## config.mk

```make
export PLATFORM = sky130hd
export DESIGN_NAME = lrgd_cell
export DESIGN_NICKNAME = d
export VERILOG_FILES = /design/src/sv/lrgd_pkg.sv /design/src/sv/lrgd_cell.sv
export SDC_FILE = /design/constraint.sdc
export NUM_CORES = 2
export LEC_CHECK = 0
export BUFFER_PORTS_ARGS = -buffer_cell sky130_fd_sc_hd__buf_2
export CAP_MARGIN = 20
export CORE_MARGIN = 2
export CORE_UTILIZATION = 60
export CTS_BUF_LIST = sky130_fd_sc_hd__clkbuf_8
export DETAILED_ROUTE_END_ITERATION = 10
export GPL_TIMING_DRIVEN = 0
export HOLD_SLACK_MARGIN = 0.06
export PLACE_DENSITY = 0.86
export SETUP_SLACK_MARGIN = 0.2
export SYNTH_ARGS = -nofsm -noshare
export SYNTH_HDL_FRONTEND = slang
export SYNTH_SLANG_ARGS = --single-unit
```

## constraint.sdc

```tcl
create_clock -name clk_i -period 9 [get_ports clk_i]
set_clock_uncertainty 0.15 [all_clocks]
set_input_delay 0.45 -clock clk_i [delete_from_list [all_inputs] [get_ports clk_i]]
set_output_delay 0.45 -clock clk_i [all_outputs]
set_load 0.01 [all_outputs]
```

## src/sv/lrgd_pkg.sv

```systemverilog
// shared types, constants and arithmetic helpers of the regression engine
`default_nettype none
package lrgd_pkg;

  localparam int DEF_MAX_ROWS    = 1024;
  localparam int DEF_MAX_COLUMNS = 16;
  localparam int COL_BITS        = 4;

  localparam logic [15:0] LR_RESET     = 16'd5243;
  localparam logic [15:0] EPOCHS_RESET = 16'd1000;
  localparam logic [4:0]  COLS_RESET   = 5'd2;

  typedef enum logic [1:0] {
    REG_LEARN_RATE  = 2'd0,
    REG_EPOCH_COUNT = 2'd1,
    REG_COLUMNS     = 2'd2
  } lrgd_reg_e;

  typedef enum logic [1:0] {
    LS_OK       = 2'd0,
    LS_OVERFLOW = 2'd1,
    LS_PARTIAL  = 2'd2
  } lrgd_status_e;

  typedef enum logic [3:0] {
    S_LOAD, S_START, S_EPOCH, S_RD, S_PMUL, S_CHAIN, S_ERR, S_GMUL,
    S_GACC, S_DIV, S_DIVW, S_STEP, S_UPD, S_MSE, S_MSEW, S_OUT
  } lrgd_state_e;

  // strobes from the sequencer to every cell
  typedef struct packed {
    logic clear_w;
    logic clear_g;
    logic load_x;
    logic mul_w;
    logic mul_e;
    logic acc_g;
    logic upd_w;
  } lrgd_ctl_t;

  function automatic logic signed [63:0] add_sat64(input logic signed [63:0] a,
                                                   input logic signed [63:0] b);
    logic signed [63:0] s;
    s = a + b;
    if (a[63] == b[63] && s[63] != a[63]) begin
      s = a[63] ? {1'b1, 63'd0} : {1'b0, {63{1'b1}}};
    end
    return s;
  endfunction

  function automatic logic signed [31:0] clamp32(input logic signed [63:0] v);
    logic signed [31:0] r;
    if (v > 64'sd2147483647) r = 32'sh7fffffff;
    else if (v < -64'sd2147483648) r = 32'sh80000000;
    else r = v[31:0];
    return r;
  endfunction

endpackage
`default_nettype wire

```

## src/sv/lrgd_cell.sv

```systemverilog
// one column cell: feature latch, weight, gradient sum and a link of the dot-product chain
`default_nettype none
module lrgd_cell import lrgd_pkg::*; #(
  parameter int CELL_IDX = 0
) (
  input  wire                          clk_i,
  input  wire                          rst_ni,
  input  lrgd_ctl_t                    ctl_i,
  input  wire        [COL_BITS-1:0]    feats_i,
  input  wire        [COL_BITS-1:0]    x_sel_i,
  input  wire  signed [31:0]           x_i,
  input  wire  signed [31:0]           err_i,
  input  wire        [COL_BITS-1:0]    w_sel_i,
  input  wire  signed [31:0]           w_new_i,
  input  wire  signed [63:0]           acc_i,
  output logic signed [63:0]           acc_o,
  output logic signed [31:0]           w_o,
  output logic signed [31:0]           x_o,
  output logic signed [63:0]           g_o
);

  localparam logic [COL_BITS-1:0] MY_IDX = COL_BITS'(CELL_IDX);

  logic signed [31:0] x_q, w_q, mul_a;
  logic signed [63:0] g_q, prod_q, prod_d, acc_q;
  logic               is_feat, is_bias;

  assign is_feat = MY_IDX < feats_i;
  assign is_bias = MY_IDX == feats_i;
  assign mul_a   = ctl_i.mul_e ? err_i : w_q;

  always_comb begin
    if (ctl_i.mul_e && is_bias) prod_d = {{16{err_i[31]}}, err_i, 16'd0};
    else prod_d = mul_a * x_q;
  end

  always_ff @(posedge clk_i or negedge rst_ni) begin
    if (!rst_ni) begin
      w_q <= '0;
      g_q <= '0;
    end else begin
      if (ctl_i.clear_w) w_q <= '0;
      else if (ctl_i.upd_w && w_sel_i == MY_IDX) w_q <= w_new_i;
      if (ctl_i.clear_g) g_q <= '0;
      else if (ctl_i.acc_g && (is_feat || is_bias)) g_q <= add_sat64(g_q, prod_q);
    end
  end

  always_ff @(posedge clk_i) begin
    if (ctl_i.load_x && x_sel_i == MY_IDX) x_q <= x_i;
    if (ctl_i.mul_w || ctl_i.mul_e) prod_q <= prod_d;
    acc_q <= is_feat ? add_sat64(acc_i, prod_q) : acc_i;
  end

  assign acc_o = acc_q;
  assign w_o   = w_q;
  assign x_o   = x_q;
  assign g_o   = g_q;

endmodule
`default_nettype wire

```

==> results_dict.tcl <==
set metrics [dict create \
    wl_um 199900 \
    crit_type "register to register" \
    firstDrtPassIters 8 \
    gr-usage-met3_pct 13.37 \
    cap_viol_max_count 0 \
    rsz0062_at_grt "yes" \
    dieWidth_um 301.0 \
    worst_pin_slew_ps 1111 \
    final-max-slew-violation-count 0 \
    portBuffers 371 \
    path_clk_slew_ps 70 \
    finalHoldViolCount 0 \
    syn2layout_area_growth_pct 14.30 \
    synth_common_cells "fa_1, inv_1, nand2_1" \
    post-route-worst-setup-slack_ps 205.1 \
    nets 8024 \
    insertion_delay_ps 770 \
    crit_start "x_o[23]" \
    initial_utilization_pct 60.81 \
    setup_viol 0 \
    synth_area_leaders "fa_1, ha_1, inv_1" \
    synth_warnings 0 \
    hold_path_class "input port to async pin" \
    outcome "finished, final reports clean" \
    synth-edff-count 96 \
    dp_hpwl_um 163500 \
    route.detailed.drc 0 \
    vias_per_cell 6.094 \
    syn_nets 7386 \
    worstRegToRegCells 26 \
    fin_tns_setup_ps 0 \
    cts_root_buf "clkbuf_8" \
    ys_ff_latch 256 \
    fin_cells 7656 \
    grt_pass1_wl_um 293700 \
    r2r-start "x_o[23]" \
    cts_buffers 48 \
    synth.distinct_cells 90 \
    dp_cells 7342 \
    synth-main-ff-cell "edfxtp_1" \
    dieArea_sq_um 90590 \
    period_share_pct 97.72 \
    synthesis.area_sq_um 52920 \
    postPlaceCellArea_sq_um 56330 \
    r2r_slack_ps 210 \
    reg2reg_to "prod_q[59]" \
    syn_area_per_cell_sq_um 9.107 \
    cts.sinks 256 \
    top_usage_layer "met2" \
    antenna_found_initial 17 \
    die_h_um 301.0 \
    vias 46660 \
    multi_input_area_sq_um 41930 \
    ant_nets 0 \
    cp_data_arrival_time_ps 9020 \
    fmax_mhz 113.7 \
    ioPinCount 373 \
    synth-async-reset-ratio_pct 37.50 \
    start_kind "register" \
    clk_path_buf_depth 3 \
    routedWlPerCell_um 26.11 \
    stdcell_area_sq_um 60490 \
    yosysSeqAreaShare_pct 12.41 \
    yosysTopAreaCellShare_pct 41.01 \
    grt_pass1_vias 47370 \
    drive_above_1_share_pct 12.74 \
    endpoint_kind "register" \
    grt_start_max_net_pins 66 \
    relSlewSlack_pct 25.94 \
    core-area_sq_um 87020 \
    grtUsageTotal_pct 44.36 \
    pre_cts_slack_ps -2601 \
    drt_iter0_drc 5843 \
    num_rows 108 \
    gr-total-overflow 0 \
    critPathRequiredTime_ps 9230 \
    fill_cells 6582 \
    grt_use_met1_pct 58.67 \
    yosys.area.top_type "fa_1" \
    htreeDepth 2 \
    grt.met2_usage_pct 64.92 \
    worstPathMaxFanout 10 \
    postSynthCellCount 5811 \
    fin_crit_ps 8795 \
    globalplace.congestion 1.048 \
    yosysMostFrequentCell "fa_1" \
    cts_tree "yes" \
    seq_area_sq_um 6571 \
]
[sequential cells by signal, summed over array words and instances (netlist names)]
signal,flops
acc_o,64
g_o,64
prod_q,64
w_o,32
x_o,32
[how the worst max path moves through the flow]
stage | endpoint | slack [ps] | cells after the start
detailed placement | prod_q[56] | -2600 | 26
floorplan | prod_q[63] | 310 | 29
CTS | prod_q[59] | 200 | 25
global route | prod_q[56] | 150 | 30
global placement | prod_q[56] | -2550 | 26
finish | prod_q[59] | 210 | 26
[per-stage QoR]
stage | utilization [%] | hold slack, ps
3_3_place_gp | 64.61 | 333.1
2_1_floorplan | - | 4.409
4_1_cts | 68.75 | 63.53
5_1_grt | 69.49 | 103.7
3_5_place_dp | 64.73 | 286.6
6_report | 69.51 | 71.89
[layout by cell type, fill, tap and decap left out, drive strengths merged, types with 104 or more instances in the layout]
master / Yosys / routed
fa: 1084 / 1084
buf: 16 / 484
and2: 544 / 544
inv: 993 / 1003
o21ai: 189 / 189
dlygate4sd3: 0 / 156
nand2: 726 / 726
a21oi: 292 / 292
nor2: 319 / 319
a21o: 104 / 104
xnor2: 109 / 109
ha: 310 / 310
clkbuf: 285 / 302
[cell families (layout without fill, tap and decap cells)]
family                     Yosys count  after routing  synth area share (%)
and+or+nand+nor                   1855           1855                 16.91
DFF                                256            256                 12.41
buffers and inverters             1294           1972                 9.244
adders and majority gates         1394           1394                 48.34
AOI/OAI and AO/OA                  803            803                 9.474
other                                0             12                     0
muxes                               37             37                0.7826
xor gates and xnor gates           172            172                 2.847
[layout make-up]
cell class	instances	area share (%)
Antenna cell	12	0.04964
Multi-Input combinational cell	4261	69.31
Clock buffer	53	1.206
Tap cell	1155	2.389
Clock inverter	37	0.6826
Buffer	301	2.695
Sequential cell	256	10.86
Inverter	993	6.174
Timing Repair Buffer	588	6.631
[timing repair]
action                     in CTS  in global routing
setup endpoints to repair      41                 22
hold buffers                  156                  0
buffers inserted               20                 36
resized for setup             236                186
pin swaps                       8                 32
hold endpoints to repair      250                  0
[worst max-delay path, stage by stage, from the launching register on]
cell and delay (ps):
edfxtp_1 670, clkbuf_2 460, nand2_1 140, fa_1 560
inv_1 70, fa_1 500, inv_1 50, fa_1 520
inv_1 50, fa_1 520, fa_1 450, fa_1 520
fa_2 500, fa_1 550, ha_4 330, nand3_4 130
or3b_4 440, a2111oi_4 210, buf_6 180, nor4_4 70
o31a_1 260, buf_6 150, o21ai_4 200, a31oi_4 130
o21bai_1 210, mux2i_1 200, nand4_1 160
[metal layers]
| layer | vias up | share of wire [%] |
|---|---|---|
| li1 | 19320 | - |
| met5 | - | 0.056 |
| met4 | 16 | 7.5 |
| met1 | 23060 | 36 |
| met3 | 821 | 14 |
| met2 | 3441 | 42 |
Power is not shown: default switching activity piles up to over one toggle a cycle in this logic, so the estimate is an artifact.
