$ cat src/sv/lrgd_div.sv
// restoring divider, one quotient bit per cycle, 64-bit dividend
`default_nettype none
module lrgd_div #(
  parameter int DW = 11
) (
  input  wire           clk_i,
  input  wire           rst_ni,
  input  wire           start_i,
  input  wire  [63:0]   num_i,
  input  wire  [DW-1:0] den_i,
  output logic          busy_o,
  output logic          done_o,
  output logic [63:0]   quo_o
);

  logic [63:0] quo_q;
  logic [DW:0] rem_q, trial;
  logic [DW-1:0] den_q;
  logic [6:0]  cnt_q;
  logic        busy_q, done_q;

  assign trial = {rem_q[DW-1:0], quo_q[63]};

  always_ff @(posedge clk_i or negedge rst_ni) begin
    if (!rst_ni) begin
      busy_q <= 1'b0;
      done_q <= 1'b0;
      cnt_q  <= '0;
    end else begin
      done_q <= 1'b0;
      if (start_i) begin
        busy_q <= 1'b1;
        cnt_q  <= 7'd64;
      end else if (busy_q) begin
        cnt_q <= cnt_q - 7'd1;
        if (cnt_q == 7'd1) begin
          busy_q <= 1'b0;
          done_q <= 1'b1;
        end
      end
    end
  end

  always_ff @(posedge clk_i) begin
    if (start_i) begin
      quo_q <= num_i;
      rem_q <= '0;
      den_q <= den_i;
    end else if (busy_q) begin
      if (trial >= {1'b0, den_q}) begin
        rem_q <= trial - {1'b0, den_q};
        quo_q <= {quo_q[62:0], 1'b1};
      end else begin
        rem_q <= trial;
        quo_q <= {quo_q[62:0], 1'b0};
      end
    end
  end

  assign busy_o = busy_q;
  assign done_o = done_q;
  assign quo_o  = quo_q;

endmodule
`default_nettype wire

$ cat config.mk
export PLATFORM = sky130hd
export DESIGN_NAME = lrgd_div
export DESIGN_NICKNAME = d
export VERILOG_FILES = /design/src/sv/lrgd_div.sv
export SDC_FILE = /design/constraint.sdc
export NUM_CORES = 1
export LEC_CHECK = 0
export BUFFER_PORTS_ARGS = -buffer_cell sky130_fd_sc_hd__buf_2
export CAP_MARGIN = 20
export CORE_UTILIZATION = 55
export DETAILED_ROUTE_END_ITERATION = 7
export GPL_TIMING_DRIVEN = 0
export PLACE_DENSITY = 0.85
export SLEW_MARGIN = 5
export SYNTH_ARGS = -nofsm -noshare
export SYNTH_HDL_FRONTEND = slang
export SYNTH_SLANG_ARGS = --single-unit
$ cat constraint.sdc
create_clock -name clk_i -period 7 [get_ports clk_i]
set_input_delay 1.05 -clock clk_i [delete_from_list [all_inputs] [get_ports clk_i]]
set_output_delay 1.05 -clock clk_i [all_outputs]
set_load 0.02 [all_outputs]
==> results_dict.tcl, run 1 <==
set metrics [dict create \
    outcome "finished clean" \
    clk_latency_ps 360 \
    synth.net_count 417 \
    dpl_worst_slack_ps 3320 \
    cts.htree.levels 3 \
    cap_violations 0 \
    detail_route.wirelength_mm 9.56 \
    die-width_um 93.1 \
    irDropWorstVdd_mv 0.163 \
    cellPowerDensity_mw_per_mm2 318 \
    port_buffers 143 \
    grt_antenna_before_repair 0 \
    layout_commonest_cell "buf_2" \
    final_layout_size_suffix_gt1_frac 0.486 \
    syn_area_per_cell_um2 14.0 \
    place.detailed.instances 570 \
    synthDominantAreaCellType "edfxtp_1" \
    cts_buffer_depth 2 \
    post_layout_nonfiller_instances 586 \
    worst-slew-pin-transition_ps 862 \
    final_core_utilization 0.708 \
    total_negative_slack_for_setup_checks_ps 0 \
    starting_density 0.579 \
    cts_tree "done" \
    grt_first_pass_wirelength_mm 14.6 \
    cts_root_buf "clkbuf_8" \
    path_max_fanout 64 \
    syn_area_mm2 0.00457 \
    postRouteAntennaNets 0 \
    final.min_clock_period_ps 3260 \
    cp.required_ps 6980 \
    viasPerCell 5.41 \
    yosysSeqAreaShare 0.591 \
    via_count 3171 \
    synth_warnings 0 \
    arrival_ps 3250 \
    clock-skew-final_ps 13.9 \
    drt_first_pass_iters 4 \
    dieArea_mm2 0.00867 \
    boundaryPins 144 \
    setup.worst_path.end_class "flop" \
    final_report_max_slew_violation_count 0 \
    placed_area_mm2 0.00541 \
    postSynthCellCount 325 \
    grt_start_max_net_pins 65 \
    fmaxAchievable_mhz 306 \
    critPathKind "input port to flop" \
    mostFrequentLayoutCells "145 x buf_2, 75 x edfxtp_1, 64 x mux2_2, 24 x nor2_1, 14 x inv_1" \
    postLayoutSetupSlackWorst_ps 3740 \
    hold_buf_count_cts 0 \
    grt_setup_unrepaired "false" \
    number_of_global_route_vias_before_repair 3192 \
    route.detailed.drc 0 \
    synthDominantCellAreaShare 0.493 \
    type_of_element_launching_the_critical_path "input port" \
    synth_area_leaders "edfxtp_1 49%, mux2_2 16%, dfrtp_1 4.9%" \
    distinct_cell_type_count_of_the_synthesized_netlist 50 \
    postCtsSetupBuffers 0 \
    total_congestion_overflow 0 \
    clk_pin_slew_worst_paths_ps 90 \
    final-hold-violation-count 0 \
    cts_repair_resize_count 0 \
    die_ht_um 93.1 \
    setup-violations-final 0 \
    static_leakage_nw 2.39 \
    cts_sinks 95 \
    total_half_perimeter_wirelength_after_legalization_and_detailed_placement_mm 7.16 \
    total_clock_buffers_created_by_cts 9 \
    stdcell_area_mm2 0.00558 \
    synth-seq-cells 95 \
    core.rowCount 32 \
    synth-edff-count 75 \
    hold_class "flop to flop" \
    placeableCoreArea_mm2 0.00789 \
    timing.slew.headroom 0.425 \
    async_reset_ff_frac 0.0947 \
    insertedDiodeCount 0 \
    area_growth_syn_to_layout_pct 22.3 \
    drt-wirelength-per-cell_um 16.3 \
    post-route-period-util 0.466 \
    gp_routability_congestion 0.791 \
    total_track_usage 0.222 \
    dominantRegCellSynth "edfxtp_1" \
    drtIter0Drc 100 \
    nNetsFinal 571 \
]
-- metal layers --
metal | vias to the layer above | global-route usage | routed length (um)
met5 | - | 0 | 0
met4 | 0 | 0.0872 | 240
met3 | 23 | 0.0691 | 551
met2 | 104 | 0.393 | 4860
met1 | 1525 | 0.250 | 3910
li1 | 1519 | - | -
-- logic make-up (layout without fill, tap and decap cells) --
| family | after synthesis | in the layout | synth area share |
|---|---|---|---|
| multiplexers | 72 | 72 | 0.176 |
| XOR/XNOR | 11 | 11 | 0.0211 |
| flip-flops | 95 | 95 | 0.591 |
| buffers and inverters | 31 | 190 | 0.0285 |
| AND/OR/NAND/NOR | 63 | 63 | 0.0808 |
| adder cells (fa/ha/maj) | 14 | 14 | 0.0400 |
| AO/OA/AOI/OAI | 39 | 39 | 0.0622 |
-- stage by stage --
step                hold slack, ps  total power [mW]
floorplan                      474              1.29
CTS                            511              1.78
finish                         516              1.78
global route                   520              1.87
global placement               493              1.42
detailed placement             499              1.46
-- cell usage after synthesis (3+ instances only) --
cell type	instances
a211oi_1	8
a21oi_1	6
buf_1	5
clkbuf_1	7
dfrtp_1	9
dfxtp_1	11
edfxtp_1	75
ha_1	13
inv_1	14
mux2_2	64
mux2i_1	7
nand2_1	9
nand2b_1	5
nand3_1	3
nor2_1	24
o211ai_1	3
o21ai_0	3
o21ai_1	5
xnor2_1	8
xor2_1	3
-- where the power goes --
group,switching [mW],internal [mW],leakage [nW]
logic,0.361,0.293,1.33
registers,0.0703,0.726,0.986
clock network,0.194,0.131,0.0805
total,0.625,1.15,2.39
-- worst max-delay path, stage by stage --
cell and delay (ps):
buf_2 260, clkbuf_1 280, clkbuf_1 410, clkbuf_1 430, or2_4 770
-- cell type report --
| cell class | instances | area (um2) |
|---|---|---|
| plain buffers | 16 | 73.8 |
| clock buffers | 10 | 128 |
| multi-input cells | 199 | 1740 |
| clock inverters | 6 | 45.0 |
| inverters | 15 | 56.3 |
| repair buffers | 143 | 716 |
| flip-flops and latches | 95 | 2700 |
| fillers | 535 | 2300 |
| well taps | 102 | 128 |
-- path summary, 6_finish.rpt --
| path | startpoint | endpoint | slack (ps) | depth (start not counted) |
|---|---|---|---|---|
| min | rem_q[9]$_SDFFE_PP0P_ | rem_q[9]$_SDFFE_PP0P_ | 520 | 2 |
| min reg2reg | rem_q[9]$_SDFFE_PP0P_ | rem_q[9]$_SDFFE_PP0P_ | 520 | 2 |
| max | start_i | quo_o[0]$_DFFE_PP_ | 3740 | 5 |
| max in group asynchronous | rst_ni | cnt_q[4]$_DFFE_PN0P_ | 6290 | 1 |
| min in group asynchronous | rst_ni | cnt_q[2]$_DFFE_PN0P_ | 530 | 1 |
| max reg2reg | quo_o[63]$_DFFE_PP_ | rem_q[9]$_SDFFE_PP0P_ | 4500 | 10 |
-- sequential cells by signal, summed over array words and instances, names as in the netlist --
register,cells
rem_q,11
cnt_q,7
quo_o,64
done_o,1
busy_o,1
den_q,11
Power figures use the tool's default switching activity.
==> run 2, diff against run 1 <==
CORE_UTILIZATION = 51   (was 55)
PLACE_DENSITY = 0.8   (was 0.85)
clock period = 3.4 ns   (was 7 ns; I/O delays follow)
==> run 2 against run 1 <==
Net effect:
- register-to-register slack got worse by 3600 ps
- die area increased by 7.7%
- cell count increased by 1.2%
- sequential share of layout area decreased by 0.29 points
- power increased by 110%
- largest power group unchanged
==> results_dict.tcl, run 2 (synthesis results as in run 1) <==
set metrics [dict create \
    number_of_global_route_vias_before_repair 3263 \
    placeableCoreArea_mm2 0.00868 \
    die-width_um 96.6 \
    post-route-period-util 0.827 \
    starting_density 0.526 \
    route.detailed.drc 0 \
    cp.required_ps 3380 \
    post_layout_nonfiller_instances 593 \
    arrival_ps 2790 \
    area_growth_syn_to_layout_pct 23.0 \
    final_report_max_slew_violation_count 0 \
    grt_start_max_net_pins 65 \
    outcome "finished clean" \
    sequentialPowerShare 0.440 \
    routed-wl-met2_mm 4.81 \
    gp_routability_congestion 0.809 \
    top_routing_layer_in_use "met4" \
    clk_pin_slew_worst_paths_ps 90 \
    static_leakage_nw 2.40 \
    irDropWorstVdd_mv 0.369 \
    combPwrFrac 0.362 \
    stdcell_area_mm2 0.00562 \
    critPathKind "input port to flop" \
    viasPerCell 5.29 \
    total_congestion_overflow 0 \
    via_count 3139 \
    fmaxAchievable_mhz 356 \
    drt-wirelength-per-cell_um 16.3 \
    grt_setup_unrepaired "false" \
    detail_route.wirelength_mm 9.66 \
    cap_violations 0 \
    port_buffers 143 \
    path_max_fanout 64 \
    cts.htree.levels 3 \
    total_switching_power_mw 1.29 \
    grt_antenna_before_repair 0 \
    dr_wl_met3_um 525 \
    setup-violations-final 0 \
    drtIter0Drc 88 \
    cts_sinks 95 \
    hold_class "input port to flop" \
    drt_first_pass_iters 4 \
    core.rowCount 34 \
    boundaryPins 144 \
    cts_buffer_depth 2 \
    slowest_delay_ps 790 \
    placed_area_mm2 0.00542 \
    place.detailed.instances 576 \
    setup.worst_path.end_class "flop" \
    timing.critical_path.slowest_stage_cell "or2_4" \
    final_core_utilization 0.647 \
    clk_latency_ps 350 \
    final-hold-violation-count 0 \
    worst-slew-pin-transition_ps 878 \
    type_of_element_launching_the_critical_path "input port" \
    cts_tree "done" \
    die_ht_um 96.6 \
    sequential_cell_area_mm2 0.00270 \
    pwr-share-clk 0.198 \
    total_half_perimeter_wirelength_after_legalization_and_detailed_placement_mm 7.16 \
    cts_root_buf "clkbuf_8" \
    insertedDiodeCount 0 \
    routedLengthMet1_mm 4.21 \
    grt_first_pass_wirelength_mm 15.9 \
    power.internal_mw 2.44 \
    postCtsSetupBuffers 0 \
    mostFrequentLayoutCells "145 x buf_2, 75 x edfxtp_1, 64 x mux2_2, 24 x nor2_1, 14 x inv_1" \
    swShare 0.345 \
    final.min_clock_period_ps 2810 \
    critical_path.cell_chain "buf_2 > clkbuf_1 > clkbuf_1 > clkbuf_1 > or2_4" \
    nNetsFinal 572 \
    multi_input_comb_area_mm2 0.00174 \
    cellPowerDensity_mw_per_mm2 664 \
    layout_commonest_cell "buf_2" \
    timing.critical_path.mode_cell "clkbuf_1" \
    fillers 685 \
    clock-skew-final_ps 8.84 \
    total_track_usage 0.214 \
    total_clock_buffers_created_by_cts 9 \
    final_layout_size_suffix_gt1_frac 0.482 \
    largest_reg_flops 64 \
    whs_ps 330 \
    postRouteAntennaNets 0 \
    dieArea_mm2 0.00933 \
    timing.slew.headroom 0.415 \
]
==> run 2: changes by cell type in the layout (fill, tap and decap cells not counted) <==
| cell | before | now |
|---|---|---|
| clkinv_4 | 2 | 0 |
| bufinv_16 | 0 | 1 |
| clkbuf_1 | 8 | 9 |
| dlygate4sd3_1 | 0 | 1 |
==> run 2: layout make-up <==
type                            instances  area share
Buffer                                 16      0.0131
Clock buffer                           11      0.0234
Clock inverter                          5      0.0102
Inverter                               15      0.0100
Multi-Input combinational cell        199       0.310
Sequential cell                        95       0.480
Tap cell                              108      0.0241
Timing Repair Buffer                  144       0.129
==> run 2: repair_timing <==
item | in CTS | in global routing
hold buffers | 1 | 0
gates resized for setup | 0 | 0
endpoints found under the hold margin | 9 | 0
==> run 2: per-layer routing <==
| layer | track usage | vias up |
|---|---|---|
| met3 | 0.0477 | 11 |
| met1 | 0.266 | 1502 |
| met5 | 0 | - |
| met2 | 0.366 | 101 |
| met4 | 0.0769 | 0 |
| li1 | - | 1525 |
==> run 2: worst max-delay path, delay by kind of cell <==
family	cells	cell delay, ps
buf+inv	4	1440
simple gates	1	790
==> run 2: path summary, 6_finish.rpt <==
check,cells after the start,end,from,slack (ps)
min in group asynchronous,2,cnt_q[0]$_DFFE_PN0P_,rst_ni,540
setup reg to reg,3,quo_o[2]$_DFFE_PP_,busy_o$_DFF_PN0_,870
max in group asynchronous,2,cnt_q[2]$_DFFE_PN0P_,rst_ni,2670
hold / removal,1,den_q[2]$_DFFE_PP_,den_i[2],330
hold reg to reg,2,rem_q[4]$_SDFFE_PP0P_,rem_q[4]$_SDFFE_PP0P_,520
setup / recovery,5,quo_o[2]$_DFFE_PP_,start_i,590
==> run 2: power groups by stage <==
| stage | combinational (mW) | clock, mW | sequential [mW] |
|---|---|---|---|
| after floorplan | 0.867 | 0 | 1.78 |
| after global placement | 1.29 | 0 | 1.65 |
| after detailed placement | 1.34 | 0 | 1.66 |
| after CTS | 1.35 | 0.749 | 1.64 |
| after global routing | 1.46 | 0.796 | 1.67 |
| final | 1.35 | 0.739 | 1.64 |
==> run 2: stage by stage <==
stage | setup slack, ps | total power, mW | TNS [ps]
global route | 370 | 3.93 | 0
floorplan | 825 | 2.65 | 0
detailed placement | 188 | 3.01 | 0
CTS | 554 | 3.74 | 0
finish | 589 | 3.73 | 0
global placement | -171 | 2.94 | -10530
